==> src/hdl/ked_pkg.sv <==
`default_nettype none

package ked_pkg;

    // key set and field widths
    localparam int NUM_KEYS   = 10;
    localparam int KEY_IDX_W  = 4;
    localparam int HOLD_W     = 15;
    localparam int THR_W      = 15;
    localparam int DC_W       = 16;
    localparam int REP_W      = 8;
    localparam int TIME_W     = 32;
    localparam int BTN_W      = 2;
    localparam int NUM_AXES   = 4;
    localparam int CFG_IDX_W  = 3;
    localparam int CFG_DATA_W = 16;

    localparam logic [HOLD_W-1:0]    HOLD_MAX = {HOLD_W{1'b1}};
    localparam logic [KEY_IDX_W-1:0] KEY_LAST = KEY_IDX_W'(NUM_KEYS - 1);

    // register reset values
    localparam logic [THR_W-1:0]  PRESS_THR_RST = THR_W'(9830);
    localparam logic [THR_W-1:0]  HOLD_THR_RST  = THR_W'(6554);
    localparam logic [DC_W-1:0]   DC_MS_RST     = DC_W'(300);
    localparam logic [HOLD_W-1:0] LONG_RST      = HOLD_W'(30);
    localparam logic [REP_W-1:0]  REPEAT_RST    = REP_W'(10);

    // configuration register indexes
    typedef enum logic [CFG_IDX_W-1:0] {
        CFG_ENABLE    = 3'd0,
        CFG_PRESS_THR = 3'd1,
        CFG_HOLD_THR  = 3'd2,
        CFG_DC_MS     = 3'd3,
        CFG_LONG      = 3'd4,
        CFG_REPEAT    = 3'd5
    } t_cfg_idx;

    typedef enum logic [1:0] {
        EV_DOWN   = 2'd0,
        EV_DOUBLE = 2'd1,
        EV_HELD   = 2'd2,
        EV_UP     = 2'd3
    } t_event_kind;

    typedef enum logic [2:0] {
        ST_IDLE,
        ST_FILT,
        ST_DIR,
        ST_WALK,
        ST_REM,
        ST_FLUSH
    } t_state;

    typedef struct packed {
        logic [KEY_IDX_W-1:0] key_index;
        t_event_kind          event_kind;
        logic [HOLD_W-1:0]    hold_ticks;
        logic                 last_event;
    } t_event;

endpackage

`default_nettype wire

==> src/hdl/ked_tick_if.sv <==
`default_nettype none

interface ked_tick_if #(
    parameter int AXIS_W = 16
);
    import ked_pkg::*;

    logic                     valid;
    logic                     ready;
    logic [BTN_W-1:0]         button_bits;
    logic signed [AXIS_W-1:0] stick_a_x;
    logic signed [AXIS_W-1:0] stick_a_y;
    logic signed [AXIS_W-1:0] stick_b_x;
    logic signed [AXIS_W-1:0] stick_b_y;
    logic [TIME_W-1:0]        time_ms;

    modport source (
        output valid, button_bits, stick_a_x, stick_a_y, stick_b_x, stick_b_y, time_ms,
        input  ready
    );
    modport sink (
        input  valid, button_bits, stick_a_x, stick_a_y, stick_b_x, stick_b_y, time_ms,
        output ready
    );
endinterface

`default_nettype wire

==> src/hdl/ked_event_if.sv <==
`default_nettype none

interface ked_event_if;
    import ked_pkg::*;

    logic                 valid;
    logic                 ready;
    logic [KEY_IDX_W-1:0] key_index;
    logic [1:0]           event_kind;
    logic [HOLD_W-1:0]    hold_ticks;
    logic                 last_event;

    modport source (
        output valid, key_index, event_kind, hold_ticks, last_event,
        input  ready
    );
    modport sink (
        input  valid, key_index, event_kind, hold_ticks, last_event,
        output ready
    );
endinterface

`default_nettype wire

==> src/hdl/ked_rem.sv <==
`default_nettype none

module ked_rem (
    input  wire logic                       i_clk,
    input  wire logic                       i_rst_n,
    input  wire logic                       i_start,
    input  wire logic [ked_pkg::HOLD_W-1:0] i_dividend,
    input  wire logic [ked_pkg::REP_W-1:0]  i_divisor,
    output logic                            o_valid,
    output logic [ked_pkg::REP_W-1:0]       o_rem
);
    import ked_pkg::*;

    localparam int STEP_W = $clog2(HOLD_W + 1);

    logic              r_busy;
    logic              r_valid;
    logic [STEP_W-1:0] r_step;
    logic [HOLD_W-1:0] r_dvd;
    logic [REP_W-1:0]  r_div;
    logic [REP_W-1:0]  r_rem;
    logic [REP_W:0]    w_trial;
    logic [REP_W:0]    w_diff;
    logic              w_fits;

    // one restoring step: bring down the next dividend bit
    always_comb begin
        w_trial = {r_rem, r_dvd[HOLD_W-1]};
        w_diff  = w_trial - {1'b0, r_div};
        w_fits  = (w_trial >= {1'b0, r_div});
    end

    // control
    always_ff @(posedge i_clk) begin
        if (!i_rst_n) begin
            r_busy  <= 1'b0;
            r_valid <= 1'b0;
            r_step  <= '0;
        end else if (i_start) begin
            r_busy  <= 1'b1;
            r_valid <= 1'b0;
            r_step  <= STEP_W'(HOLD_W - 1);
        end else if (r_busy) begin
            if (r_step == '0) begin
                r_busy  <= 1'b0;
                r_valid <= 1'b1;
            end else begin
                r_step <= r_step - 1'b1;
            end
        end
    end

    // datapath
    always_ff @(posedge i_clk) begin
        if (i_start) begin
            r_dvd <= i_dividend;
            r_div <= i_divisor;
            r_rem <= '0;
        end else if (r_busy) begin
            r_dvd <= {r_dvd[HOLD_W-2:0], 1'b0};
            r_rem <= w_fits ? w_diff[REP_W-1:0] : w_trial[REP_W-1:0];
        end
    end

    assign o_valid = r_valid;
    assign o_rem   = r_rem;

endmodule

`default_nettype wire

==> src/hdl/key_event_detector_core.sv <==
// channel   dir  handshake      payload
// i_tick    in   valid / ready  button_bits, stick_a_x/y, stick_b_x/y, time_ms
// o_event   out  valid / ready  key_index, event_kind, hold_ticks, last_event
// i_cfg_*   in   write enable   register index, write data
//
// a tick steps through capture, filter, key decode, one step per key and a closing one;
// a key that may fire a held press also waits for the shared remainder unit
// (one quotient bit per cycle); at most six keys are down at once, and the
// events leave through one pending register and one output register;
// a full output stalls the key walk, never the event order
// reset is synchronous; i_tick.ready is high only between ticks
`default_nettype none

module key_event_detector_core #(
    parameter int AXIS_WIDTH = 16
) (
    input  wire logic                           i_clk,
    input  wire logic                           i_rst_n,
    ked_tick_if.sink                            i_tick,
    ked_event_if.source                         o_event,
    input  wire logic                           i_cfg_we,
    input  wire logic [ked_pkg::CFG_IDX_W-1:0]  i_cfg_idx,
    input  wire logic [ked_pkg::CFG_DATA_W-1:0] i_cfg_data
);
    import ked_pkg::*;

    localparam int CMP_W = ((AXIS_WIDTH > THR_W) ? AXIS_WIDTH : THR_W) + 1;

    // configuration
    logic              r_enable;
    logic [THR_W-1:0]  r_press_thr;
    logic [THR_W-1:0]  r_hold_thr;
    logic [DC_W-1:0]   r_dc_ms;
    logic [HOLD_W-1:0] r_long;
    logic [REP_W-1:0]  r_rep;

    // tick state
    t_state                       r_state, n_state;
    logic [BTN_W-1:0]             r_in_btn;
    logic signed [AXIS_WIDTH-1:0] r_in_axis [NUM_AXES];
    logic [TIME_W-1:0]            r_time;
    logic signed [AXIS_WIDTH-1:0] r_axis [NUM_AXES];
    logic signed [AXIS_WIDTH-1:0] n_axis [NUM_AXES];
    logic [NUM_KEYS-1:0]          r_keys, n_keys;
    logic [KEY_IDX_W-1:0]         r_idx;
    logic [NUM_KEYS-1:0]          r_rel;
    logic [HOLD_W-1:0]            r_cnt [NUM_KEYS];
    logic [TIME_W-1:0]            r_ldt [NUM_KEYS];
    logic [HOLD_W-1:0]            r_rem_cnt;

    // event buffering
    t_event r_pend;
    logic   r_pend_v;
    t_event r_out;
    logic   r_out_v;

    // current key
    logic              w_pressed, w_rel, w_adv, w_dc, w_ev, w_need_rem;
    logic [HOLD_W-1:0] w_cnt, w_cnt_new, w_ev_cnt;
    logic [TIME_W-1:0] w_ldt;
    t_event_kind       w_ev_kind;
    logic              w_rem_valid;
    logic [REP_W-1:0]  w_rem;
    logic              w_can_post, w_out_free, w_accept;

    // sequencer strobes
    logic              s_load, s_filt, s_dir, s_upd, s_rem_start, s_post, s_next, s_flush;
    t_event_kind       w_post_kind;
    logic [HOLD_W-1:0] w_post_cnt;

    function automatic logic dir_hit(
        input logic                         held,
        input logic signed [AXIS_WIDTH-1:0] axis,
        input logic [THR_W-1:0]             press_thr,
        input logic [THR_W-1:0]             hold_thr,
        input logic                         positive
    );
        logic signed [CMP_W-1:0] a;
        logic signed [CMP_W-1:0] t;
        a = CMP_W'(axis);
        t = CMP_W'(held ? hold_thr : press_thr);
        return positive ? (a > t) : (a < -t);
    endfunction

    assign w_accept   = i_tick.valid && i_tick.ready;
    assign w_out_free = !r_out_v || o_event.ready;
    assign w_can_post = !r_pend_v || w_out_free;

    // configuration writes
    always_ff @(posedge i_clk) begin
        if (!i_rst_n) begin
            r_enable    <= 1'b0;
            r_press_thr <= PRESS_THR_RST;
            r_hold_thr  <= HOLD_THR_RST;
            r_dc_ms     <= DC_MS_RST;
            r_long      <= LONG_RST;
            r_rep       <= REPEAT_RST;
        end else if (i_cfg_we) begin
            case (i_cfg_idx)
                CFG_ENABLE:    r_enable    <= i_cfg_data[0];
                CFG_PRESS_THR: r_press_thr <= i_cfg_data[THR_W-1:0];
                CFG_HOLD_THR:  r_hold_thr  <= i_cfg_data[THR_W-1:0];
                CFG_DC_MS:     r_dc_ms     <= i_cfg_data[DC_W-1:0];
                CFG_LONG:      r_long      <= i_cfg_data[HOLD_W-1:0];
                CFG_REPEAT:    r_rep       <= i_cfg_data[REP_W-1:0];
                default: ;
            endcase
        end
    end

    // axis averaging, floor of half the sum
    always_comb begin
        logic signed [AXIS_WIDTH:0] sum;
        for (int k = 0; k < NUM_AXES; k++) begin
            sum       = (AXIS_WIDTH+1)'(r_axis[k]) + (AXIS_WIDTH+1)'(r_in_axis[k]);
            n_axis[k] = sum[AXIS_WIDTH:1];
        end
    end

    // direction keys with hysteresis against the previous key status
    always_comb begin
        n_keys[BTN_W-1:0] = r_in_btn;
        for (int s = 0; s < 2; s++) begin
            n_keys[2+4*s] = dir_hit(r_keys[2+4*s], r_axis[2*s], r_press_thr, r_hold_thr, 1'b1);
            n_keys[3+4*s] = dir_hit(r_keys[3+4*s], r_axis[2*s+1], r_press_thr, r_hold_thr,
                                    1'b1);
            n_keys[4+4*s] = dir_hit(r_keys[4+4*s], r_axis[2*s], r_press_thr, r_hold_thr, 1'b0);
            n_keys[5+4*s] = dir_hit(r_keys[5+4*s], r_axis[2*s+1], r_press_thr, r_hold_thr,
                                    1'b0);
        end
    end

    // per key evaluation
    always_comb begin
        w_pressed  = r_keys[r_idx];
        w_rel      = r_rel[r_idx];
        w_cnt      = r_cnt[r_idx];
        w_ldt      = r_ldt[r_idx];
        w_adv      = w_rel || (w_cnt != HOLD_MAX);
        w_cnt_new  = w_rel ? '0 : (w_adv ? w_cnt + 1'b1 : w_cnt);
        w_dc       = (r_time - w_ldt) < TIME_W'(r_dc_ms);
        w_need_rem = w_pressed && w_adv && (w_cnt_new >= HOLD_W'(2)) && (r_rep != '0)
                     && (w_cnt_new >= r_long);
        w_ev       = w_pressed ? (w_cnt_new == HOLD_W'(1)) : (!w_rel && (w_cnt != '0));
        w_ev_kind  = w_pressed ? (w_dc ? EV_DOUBLE : EV_DOWN) : EV_UP;
        w_ev_cnt   = w_pressed ? w_cnt_new : w_cnt;
    end

    // sequencer next state and strobes
    always_comb begin
        n_state      = r_state;
        i_tick.ready = 1'b0;
        s_load       = 1'b0;
        s_filt       = 1'b0;
        s_dir        = 1'b0;
        s_upd        = 1'b0;
        s_rem_start  = 1'b0;
        s_post       = 1'b0;
        s_next       = 1'b0;
        s_flush      = 1'b0;
        w_post_kind  = w_ev_kind;
        w_post_cnt   = w_ev_cnt;
        case (r_state)
            ST_IDLE: begin
                i_tick.ready = 1'b1;
                if (i_tick.valid && r_enable) begin
                    s_load  = 1'b1;
                    n_state = ST_FILT;
                end
            end
            ST_FILT: begin
                s_filt  = 1'b1;
                n_state = ST_DIR;
            end
            ST_DIR: begin
                s_dir   = 1'b1;
                n_state = ST_WALK;
            end
            ST_WALK: begin
                if (w_need_rem) begin
                    s_upd       = 1'b1;
                    s_rem_start = 1'b1;
                    n_state     = ST_REM;
                end else if (!w_ev || w_can_post) begin
                    s_upd   = 1'b1;
                    s_post  = w_ev;
                    s_next  = 1'b1;
                    n_state = (r_idx == KEY_LAST) ? ST_FLUSH : ST_WALK;
                end
            end
            ST_REM: begin
                w_post_kind = EV_HELD;
                w_post_cnt  = r_rem_cnt;
                if (w_rem_valid && ((w_rem != '0) || w_can_post)) begin
                    s_post  = (w_rem == '0);
                    s_next  = 1'b1;
                    n_state = (r_idx == KEY_LAST) ? ST_FLUSH : ST_WALK;
                end
            end
            ST_FLUSH: begin
                if (!r_pend_v) begin
                    n_state = ST_IDLE;
                end else if (w_out_free) begin
                    s_flush = 1'b1;
                    n_state = ST_IDLE;
                end
            end
            default: n_state = ST_IDLE;
        endcase
    end

    // state register
    always_ff @(posedge i_clk) begin
        if (!i_rst_n) begin
            r_state <= ST_IDLE;
        end else begin
            r_state <= n_state;
        end
    end

    // tick capture
    always_ff @(posedge i_clk) begin
        if (s_load) begin
            r_in_btn     <= i_tick.button_bits;
            r_in_axis[0] <= i_tick.stick_a_x;
            r_in_axis[1] <= i_tick.stick_a_y;
            r_in_axis[2] <= i_tick.stick_b_x;
            r_in_axis[3] <= i_tick.stick_b_y;
            r_time       <= i_tick.time_ms;
        end
        if (s_rem_start) begin
            r_rem_cnt <= w_cnt_new;
        end
    end

    // filter, key status and key walk
    always_ff @(posedge i_clk) begin
        if (!i_rst_n) begin
            for (int k = 0; k < NUM_AXES; k++) begin
                r_axis[k] <= '0;
            end
            r_keys <= '0;
            r_rel  <= '1;
            r_idx  <= '0;
            for (int j = 0; j < NUM_KEYS; j++) begin
                r_ldt[j] <= '0;
            end
        end else begin
            if (s_filt) begin
                r_axis <= n_axis;
            end
            if (s_dir) begin
                r_keys <= n_keys;
                r_idx  <= '0;
            end
            if (s_next) begin
                r_idx <= r_idx + 1'b1;
            end
            if (s_upd) begin
                r_rel[r_idx] <= !w_pressed;
                if (w_pressed && (w_cnt_new == HOLD_W'(1))) begin
                    r_ldt[r_idx] <= r_time;
                end
            end
        end
    end

    // hold counts, read only while the key is not released
    always_ff @(posedge i_clk) begin
        if (s_upd && w_pressed) begin
            r_cnt[r_idx] <= w_cnt_new;
        end
    end

    // pending and output registers
    always_ff @(posedge i_clk) begin
        if (!i_rst_n) begin
            r_pend_v <= 1'b0;
            r_out_v  <= 1'b0;
        end else begin
            if ((s_post && r_pend_v) || s_flush) begin
                r_out_v <= 1'b1;
            end else if (o_event.ready) begin
                r_out_v <= 1'b0;
            end
            if (s_post) begin
                r_pend_v <= 1'b1;
            end else if (s_flush) begin
                r_pend_v <= 1'b0;
            end
        end
    end

    always_ff @(posedge i_clk) begin
        if ((s_post && r_pend_v) || s_flush) begin
            r_out            <= r_pend;
            r_out.last_event <= s_flush;
        end
        if (s_post) begin
            r_pend.key_index  <= r_idx;
            r_pend.event_kind <= w_post_kind;
            r_pend.hold_ticks <= w_post_cnt;
            r_pend.last_event <= 1'b0;
        end
    end

    // shared remainder unit for the repeat test
    ked_rem u_rem (
        .i_clk      (i_clk),
        .i_rst_n    (i_rst_n),
        .i_start    (s_rem_start),
        .i_dividend (w_cnt_new),
        .i_divisor  (r_rep),
        .o_valid    (w_rem_valid),
        .o_rem      (w_rem)
    );

    assign o_event.valid      = r_out_v;
    assign o_event.key_index  = r_out.key_index;
    assign o_event.event_kind = r_out.event_kind;
    assign o_event.hold_ticks = r_out.hold_ticks;
    assign o_event.last_event = r_out.last_event;

    // checks
    a_idle_no_pend: assert property (@(posedge i_clk) disable iff (!i_rst_n)
        (r_state == ST_IDLE) |-> !r_pend_v)
        else $error("pending event left over between ticks");

    a_walk_idx: assert property (@(posedge i_clk) disable iff (!i_rst_n)
        (r_state == ST_WALK || r_state == ST_REM) |-> (r_idx <= KEY_LAST))
        else $error("key index out of range");

    a_rem_start: assert property (@(posedge i_clk) disable iff (!i_rst_n)
        s_rem_start |=> (r_state == ST_REM) && !w_rem_valid)
        else $error("remainder start did not clear the old result");

    a_flush_last: assert property (@(posedge i_clk) disable iff (!i_rst_n)
        s_flush |=> r_out_v && r_out.last_event)
        else $error("final event of a tick not marked");

    a_disabled: assert property (@(posedge i_clk) disable iff (!i_rst_n)
        (w_accept && !r_enable) |=> (r_state == ST_IDLE))
        else $error("request taken while disabled changed state");

endmodule

`default_nettype wire

==> src/flat_wrapper.sv <==
// flat-port wrapper written by rule: the top's interface ports become plain ports
module key_event_detector_core_flat import ked_pkg::*;
#(
    parameter int AXIS_WIDTH = 16
)
  (i_clk, i_rst_n, i_cfg_we, i_cfg_idx, i_cfg_data, i_tick_valid, i_tick_button_bits, i_tick_stick_a_x, i_tick_stick_a_y, i_tick_stick_b_x, i_tick_stick_b_y, i_tick_time_ms, i_tick_ready, o_event_valid, o_event_key_index, o_event_event_kind, o_event_hold_ticks, o_event_last_event, o_event_ready);
  ked_tick_if #(.AXIS_W((16))) i_tick_i ();
  ked_event_if o_event_i ();
  input  wire logic i_clk;
  input  wire logic i_rst_n;
  input  wire logic i_cfg_we;
  input  wire logic [ked_pkg::CFG_IDX_W-1:0] i_cfg_idx;
  input  wire logic [ked_pkg::CFG_DATA_W-1:0] i_cfg_data;
  input wire logic [$bits(i_tick_i.valid)-1:0] i_tick_valid;
  input wire logic [$bits(i_tick_i.button_bits)-1:0] i_tick_button_bits;
  input wire logic [$bits(i_tick_i.stick_a_x)-1:0] i_tick_stick_a_x;
  input wire logic [$bits(i_tick_i.stick_a_y)-1:0] i_tick_stick_a_y;
  input wire logic [$bits(i_tick_i.stick_b_x)-1:0] i_tick_stick_b_x;
  input wire logic [$bits(i_tick_i.stick_b_y)-1:0] i_tick_stick_b_y;
  input wire logic [$bits(i_tick_i.time_ms)-1:0] i_tick_time_ms;
  output wire logic [$bits(i_tick_i.ready)-1:0] i_tick_ready;
  output wire logic [$bits(o_event_i.valid)-1:0] o_event_valid;
  output wire logic [$bits(o_event_i.key_index)-1:0] o_event_key_index;
  output wire logic [$bits(o_event_i.event_kind)-1:0] o_event_event_kind;
  output wire logic [$bits(o_event_i.hold_ticks)-1:0] o_event_hold_ticks;
  output wire logic [$bits(o_event_i.last_event)-1:0] o_event_last_event;
  input wire logic [$bits(o_event_i.ready)-1:0] o_event_ready;
  assign i_tick_i.valid = i_tick_valid;
  assign i_tick_i.button_bits = i_tick_button_bits;
  assign i_tick_i.stick_a_x = i_tick_stick_a_x;
  assign i_tick_i.stick_a_y = i_tick_stick_a_y;
  assign i_tick_i.stick_b_x = i_tick_stick_b_x;
  assign i_tick_i.stick_b_y = i_tick_stick_b_y;
  assign i_tick_i.time_ms = i_tick_time_ms;
  assign i_tick_ready = i_tick_i.ready;
  assign o_event_valid = o_event_i.valid;
  assign o_event_key_index = o_event_i.key_index;
  assign o_event_event_kind = o_event_i.event_kind;
  assign o_event_hold_ticks = o_event_i.hold_ticks;
  assign o_event_last_event = o_event_i.last_event;
  assign o_event_i.ready = o_event_ready;
  key_event_detector_core #(.AXIS_WIDTH(AXIS_WIDTH)) u_core (.i_clk(i_clk), .i_rst_n(i_rst_n), .i_tick(i_tick_i), .o_event(o_event_i), .i_cfg_we(i_cfg_we), .i_cfg_idx(i_cfg_idx), .i_cfg_data(i_cfg_data));
endmodule
==> config.mk <==
export PLATFORM = sky130hd
export DESIGN_NAME = key_event_detector_core_flat
export DESIGN_NICKNAME = d
export VERILOG_FILES = /design/src/hdl/ked_pkg.sv /design/src/hdl/ked_tick_if.sv /design/src/hdl/ked_event_if.sv /design/src/hdl/ked_rem.sv /design/src/hdl/key_event_detector_core.sv /design/src/flat_wrapper.sv
export SDC_FILE = /design/constraint.sdc
export NUM_CORES = 2
export LEC_CHECK = 0
export BUFFER_PORTS_ARGS = -buffer_cell sky130_fd_sc_hd__buf_4
export CORE_ASPECT_RATIO = 0.9
export CORE_MARGIN = 1
export CORE_UTILIZATION = 50
export DETAILED_ROUTE_END_ITERATION = 6
export MAX_ROUTING_LAYER = met4
export PLACE_DENSITY = 0.66
export SETUP_SLACK_MARGIN = 0.4
export SLEW_MARGIN = 20
export SYNTH_ARGS = -nofsm -noshare
export SYNTH_HDL_FRONTEND = slang
export SYNTH_SLANG_ARGS = --single-unit
==> constraint.sdc <==
create_clock -name i_clk -period 18.65 [get_ports i_clk]
set_input_delay 0.9325 -clock i_clk [delete_from_list [all_inputs] [get_ports i_clk]]
set_output_delay 0.9325 -clock i_clk [all_outputs]
set_load 0.03 [all_outputs]
# --- Word level (Yosys, flattened, before mapping) ---
# Memories as Yosys holds them, arrays and structs flattened. A register that Yosys moved wholly into a read port is not among the register bits.
# Index checks and enable logic that the tools add are counted.
totals:
  register_bits: 292
  ramBits: 534
  in_bits: 122
  out_inout_bits: 24
  wordCells: 212
  memories: 3
classes:
  n_addsub: 13
  magnitude_cmp: 14
  eq_ne: 18
  n_mux: 81
  bitwise_logic: 3
  n_reduce_logical: 46
memory_table:
  columns: ["name", "words", "width", "rd", "rd_clocked_by_memory_dff", "wr", "line", "text"]
  rows:
  - ["u_core.r_ldt", 10, 32, 1, 1, 10, "key_event_detector_core.sv:48", "logic [TIME_W-1:0] r_ldt [NUM_KEYS];"]
  - ["u_core.r_cnt", 10, 15, 1, 1, 1, "key_event_detector_core.sv:47", "logic [HOLD_W-1:0] r_cnt [NUM_KEYS];"]
  - ["u_core.r_in_axis", 4, 16, 4, 0, 4, "key_event_detector_core.sv:40", "logic signed [AXIS_WIDTH-1:0] r_in_axis [NUM_AXES];"]
ops:
  columns: ["op", "count"]
  rows:
  - ["$mux 15", 14]
  - ["$add 16x16->17", 4]
  - ["$lt 16x17->1", 4]
  - ["$neg 17->17", 4]
  - ["$gt 16x16->1", 4]
  - ["$mux 1", 41]
  - ["$mux 4", 10]
  - ["$lt 32x16->1", 1]
  - ["$mux 32", 1]
  - ["$reduce_or 32->1", 1]
  - ["$sub 32x32->32", 1]
  - ["$mux 3", 7]
  - ["$pmux 3 s6", 1]
  - ["$reduce_and 2->1", 9]
  - ["$reduce_bool 8->1", 2]
  - ["$add 15x1->15 const B", 1]
  - ["$eq 15x1->1 const B", 1]
  - ["$ge 15x15->1", 1]
  - ["$ge 15x2->1 const B", 1]
  - ["$ne 15x15->1 const B", 1]
  - ["$reduce_bool 15->1", 1]
  - ["$eq 3x2->1 const B", 4]
  - ["$eq 3x3->1 const B", 4]
  - ["$logic_and 1x1->1", 11]
  - ["25 further kinds", 46]

# --- Depth between registers and ports, before layout ---
logic_depth:
  word_depth: 17
  ltp_mapped: 32
  mapped_depth_nobuf: 25

# --- By module ---
# From an unflattened synthesis, not the netlist that was laid out.
hier_totals:
  hier_cells: 4074
  area_unflattened_um2: 52027.4
by_module_without_submodules:
  columns: ["mod", "instances", "cells_per_inst", "area_each_um2", "seq_area_each_um2"]
  rows:
  - ["key_event_detector_core", 1, 3909, 50175.6, 27906.8]
  - ["ked_rem", 1, 165, 1851.8, 970.9]

# --- Worst setup path after synthesis ---
# OpenSTA, ideal clock, no wires.
synth_path:
  kind: "reg-to-reg"
  startpoint: "register with a tool-made name"
  endpoint: "register u_core.r_pend[16] in the netlist's numbering, data pin"
  setup_ns: 0.153
  arrival_time_ns: 6.625
  required_time_ns: 18.497
  path_slack_ns: 11.872
  stages_incl_launch_ff: 29
  path_buffers: 7
  synth_period_minus_slack_ns: 6.778
  path_cell_list: "dfxtp_1 buf_6 buf_12 buf_6 buf_6 buf_1 clkbuf_1 buf_1 mux4_2 mux4_2 ha_1 inv_1 fa_1 a21oi_1 o21ai_0 a211oi_1 o31a_1 o21ai_0 xor2_1 ha_1 nor2b_1 o21ai_0 nand4_1 nor4_1 o211ai_1 a2111oi_0 nor4b_1 nand4_1 o21ai_0"
synth_rtl:
  columns: ["element", "line", "text"]
  rows:
  - ["end: declaration", "key_event_detector_core.sv:52", "t_event r_pend;"]

==> run_summary.xml <==
<?xml version="1.0" encoding="UTF-8"?>
<metrics>
  <group name="global_route">
    <metric name="overflow" unit="">0</metric>
    <metric name="grt_util_all_layers" unit="">0.248</metric>
    <metric name="largest_net_degree_at_the_start_of_global_routing" unit="">68</metric>
    <metric name="first_global_vias" unit="">32444</metric>
    <metric name="grt_antenna_before_repair" unit="">7</metric>
    <metric name="wire_length_of_the_first_global_routing_pass" unit="um">192000</metric>
  </group>
  <group name="power">
    <metric name="highest_ir_drop_seen_on_vdd" unit="V">0.0000838</metric>
    <metric name="power.leakage" unit="nW">21.6</metric>
    <metric name="power.switching_fraction" unit="">0.263</metric>
    <metric name="power.clock.fraction" unit="">0.382</metric>
    <metric name="power.internal" unit="mW">4.22</metric>
    <metric name="total_chip_power" unit="mW">5.72</metric>
    <metric name="combPwrFrac" unit="">0.152</metric>
    <metric name="power.density_cell_area" unit="nW/um2">98.0</metric>
    <metric name="seqPwrFrac" unit="">0.466</metric>
    <metric name="switching_power_of_the_nets" unit="mW">1.50</metric>
  </group>
  <group name="place">
    <metric name="numPortBuffers" unit="">145</metric>
    <metric name="place.gp.congestion" unit="">0.939</metric>
    <metric name="dp_hpwl" unit="um">80400</metric>
    <metric name="dpl-instance-area" unit="um2">54700</metric>
  </group>
  <group name="synthesis">
    <metric name="synth_top_flop_cell" unit="">edfxtp_1</metric>
    <metric name="synth-edff-count" unit="">841</metric>
    <metric name="synth_seq_area_share" unit="">0.560</metric>
    <metric name="yosys_warnings" unit="">0</metric>
    <metric name="synth_async_sr_flop_share" unit="">0</metric>
    <metric name="netlist-cell-type-count" unit="">100</metric>
    <metric name="yosys_register_bits" unit="">1022</metric>
    <metric name="netlist_area" unit="um2">51600</metric>
    <metric name="syn-instance-count" unit="">4068</metric>
    <metric name="average_footprint_of_a_synthesized_cell" unit="um2">12.7</metric>
  </group>
  <group name="sta">
    <metric name="slew_violations" unit="">0</metric>
    <metric name="timing_worst_slew_pin_value" unit="ps">1110</metric>
    <metric name="setup_tns" unit="ps">0</metric>
    <metric name="final_period_minus_worst_setup_slack" unit="ps">8840</metric>
    <metric name="grt_setup_unrepaired" unit="">no</metric>
    <metric name="layout_worst_path_cycle_share" unit="">0.474</metric>
    <metric name="number_of_hold_violations_in_the_final_report" unit="">0</metric>
    <metric name="worst_slew_margin_rel" unit="">0.255</metric>
    <metric name="finClkSkew" unit="ps">41.4</metric>
    <metric name="final-setup-viol-count" unit="">0</metric>
    <metric name="max_freq" unit="MHz">113</metric>
  </group>
  <group name="die">
    <metric name="placement_rows" unit="">111</metric>
    <metric name="top_level_ports" unit="">146</metric>
    <metric name="dieArea" unit="um2">104000</metric>
    <metric name="die-width" unit="um">341</metric>
    <metric name="starting_density_of_the_core" unit="">0.505</metric>
    <metric name="vertical_die_dimension" unit="um">307</metric>
    <metric name="floorplan.core_area" unit="um2">102000</metric>
  </group>
  <group name="detailed_routing">
    <metric name="drt_iter0_markers" unit="">2957</metric>
    <metric name="routed_via_density" unit="">5.71</metric>
    <metric name="drt_drc_violations_left" unit="">0</metric>
    <metric name="antenna_violating_nets_post_route" unit="">0</metric>
    <metric name="firstDrtPassIters" unit="">6</metric>
    <metric name="wirelength" unit="um">125000</metric>
    <metric name="routed_wl_per_cell" unit="um">21.6</metric>
    <metric name="vias" unit="">33144</metric>
  </group>
  <group name="worst_setup_path">
    <metric name="r2r-end" unit="">u_core.r_pend[16]$_SDFFCE_PP0P_</metric>
    <metric name="cpPeakStageDelay" unit="ps">810</metric>
    <metric name="reg2reg_setup_slack" unit="ps">9810</metric>
    <metric name="critical_path_peak_fanout" unit="">44</metric>
    <metric name="reg2regPathDepth" unit="">28</metric>
    <metric name="critPathSlowestCell" unit="">buf_4</metric>
    <metric name="critPathKind" unit="">register to register</metric>
    <metric name="startpoint_type" unit="">register</metric>
    <metric name="worstSetupEndpointType" unit="">register</metric>
    <metric name="critical_path.most_common_cell" unit="">o21ai_0</metric>
    <metric name="worst_ep_required_time" unit="ps">19220</metric>
    <metric name="signal_arrival_time_at_the_worst_endpoint" unit="ps">9410</metric>
    <metric name="endpoint" unit="">u_core.r_pend[16]$_SDFFCE_PP0P_</metric>
  </group>
  <group name="finish">
    <metric name="layout-drive-gt1-share" unit="">0.149</metric>
    <metric name="multi_input_comb_area" unit="um2">22000</metric>
    <metric name="finish.utilization" unit="">0.572</metric>
    <metric name="area_added_between_synthesis_and_finish" unit="%">13.1</metric>
    <metric name="final_instance_area" unit="um2">58400</metric>
    <metric name="finish.net_count" unit="">4747</metric>
    <metric name="fillerInstances" unit="">8377</metric>
    <metric name="seq_area" unit="um2">28900</metric>
  </group>
  <group name="cts">
    <metric name="clkLatencyLatePin" unit="ps">720</metric>
    <metric name="register_clock_pin_slew_on_the_reported_worst_setup_and_hold_paths" unit="ps">60</metric>
    <metric name="holdBufCountCts" unit="">0</metric>
    <metric name="cts_buffers" unit="">107</metric>
    <metric name="post_cts_resized" unit="">0</metric>
    <metric name="cts_num_sinks" unit="">1022</metric>
    <metric name="cts_post_setup_buffers_inserted" unit="">0</metric>
    <metric name="htree_num_levels" unit="">3</metric>
    <metric name="cts.path.max_buffers" unit="">3</metric>
    <metric name="tritoncts" unit="">done</metric>
    <metric name="ctsRootBufferMaster" unit="">clkbuf_16</metric>
  </group>
  <group name="run">
    <metric name="timing.max_cap.violations" unit="">0</metric>
  </group>
  <group name="status">
    <metric name="outcome" unit="">complete, no violations</metric>
  </group>
  <group name="worst_hold_path">
    <metric name="hold_path_class" unit="">input port to register</metric>
  </group>
</metrics>
[critical path, delay by kind of cell, from the launching register on]
kind	cells	cell delay [ps]
adder cells (fa/ha/maj)	2	520
XOR/XNOR	1	150
AO/OA/AOI/OAI	11	2440
flip-flops	1	650
buffers and inverters	4	2500
multiplexers	2	1090
AND/OR/NAND/NOR	8	1300
[how the worst min path moves through the flow]
stage | cells past startpoint | slack, ps | startpoint | endpoint
global placement | 0 | 400 | u_core.r_pend[15]$_DFFE_PP_ | u_core.o_event.hold_ticks[14]$_DFFE_PP_
finish | 1 | 390 | i_tick_time_ms[31] | u_core.r_time[31]$_DFFE_PP_
floorplan | 0 | 400 | u_core.r_pend[16]$_SDFFCE_PP0P_ | u_core.o_event.event_kind[0]$_DFFE_PP_
global route | 1 | 360 | i_tick_time_ms[31] | u_core.r_time[31]$_DFFE_PP_
CTS | 1 | 350 | i_tick_time_ms[22] | u_core.r_time[22]$_DFFE_PP_
detailed placement | 0 | 400 | u_core.r_pend[3]$_DFFE_PP_ | u_core.o_event.hold_ticks[2]$_DFFE_PP_
[logic make-up (layout without fill, tap and decap cells)]
logic type / count (synthesis) / count (layout) / share of synthesized area
AOI/OAI and AO/OA: 682 / 682 / 0.0827
xor gates and xnor gates: 125 / 125 / 0.0212
adders and majority gates: 271 / 271 / 0.0666
buffers and inverters: 380 / 565 / 0.0307
DFF: 1022 / 1022 / 0.560
muxes: 393 / 393 / 0.117
other: 1 / 197 / 0.0000727
and+or+nand+nor: 1194 / 1194 / 0.122
[final cells by class]
| type | count | share of cell area |
|---|---|---|
| sequential | 1022 | 0.495 |
| multi-input combinational | 2857 | 0.376 |
| clock buffer | 137 | 0.0510 |
| tap | 1356 | 0.0291 |
| timing repair buffer | 210 | 0.0270 |
| clock inverter | 62 | 0.0111 |
| inverter | 156 | 0.0101 |
| antenna | 5 | 0.000214 |
[layout by cell type (no fill, tap or decap), types with 114 or more instances in the layout]
cell       synthesis  routed
a21oi_1          260     259
edfxtp_1         841     841
mux2i_1          200     200
ha_1             265     265
buf_4              8     210
clkbuf_16          0     114
conb_1             1     192
mux4_2           164     164
inv_1            154     153
nor2_1           148     146
dfxtp_1          181     178
nand2_1          353     351
o21ai_0          144     141
and2_1           268     267
[through the flow]
step / instances / hold WS, ps / setup WS [ps]
2_1_floorplan: 4259 / 400 / 11870
3_3_place_gp: 5601 / 403 / 9790
3_5_place_dp: 5601 / 405 / 9740
4_1_cts: 5800 / 351 / 9690
5_1_grt: 5805 / 364 / 9030
6_report: 5805 / 391 / 9810
[Yosys cell counts (all sizes together) (52+ instances only)]
master,count,share of area
a21oi,260,0.025
and2,271,0.033
and3,92,0.012
buf,75,0.0085
clkbuf,149,0.011
dfxtp,181,0.070
edfxtp,841,0.49
ha,265,0.064
inv,155,0.011
mux2i,200,0.039
mux4,164,0.072
nand2,354,0.026
nand3,70,0.0070
nor2,152,0.011
nor3,69,0.0068
o21a,52,0.0076
o21ai,154,0.015
xnor2,78,0.013
[state kept, by name, summed over array words and instances (netlist names), 3 cells and up, named ones only]
register and cells:
u_core.u_rem.r_div 8, u_core.o_event.hold_ticks 15, u_core.r_long 15, u_core.u_rem.r_step 4, u_core.r_press_thr 15, u_core.r_state 3
u_core.r_in_axis 64, u_core.u_rem.o_rem 8, u_core.r_rep 8, u_core.r_idx 4, u_core.r_dc_ms 16, u_core.r_hold_thr 15
u_core.r_time 32, u_core.r_cnt 150, u_core.r_rel 10, u_core.u_rem.r_dvd 15, u_core.r_ldt 512, u_core.r_pend 21
u_core.r_axis 64, u_core.r_rem_cnt 15, u_core.o_event.key_index 4, u_core.r_keys 10
[per-layer routing]
layer | GRT usage | wire (um)
met1 | 0.341 | 55700
met2 | 0.378 | 57400
met3 | 0.0441 | 9050
met4 | 0.0704 | 3220
met5 | - | 0
[power by group through the flow]
stage | clock network (mW) | logic (mW) | registers (mW)
floorplan | 0 | 0.686 | 2.66
global placement | 0 | 0.846 | 2.71
detailed placement | 0 | 0.865 | 2.71
CTS | 2.22 | 0.872 | 2.66
global route | 2.31 | 0.991 | 2.68
finish | 2.18 | 0.872 | 2.66
Note: power is estimated with default switching activity, not from simulation.
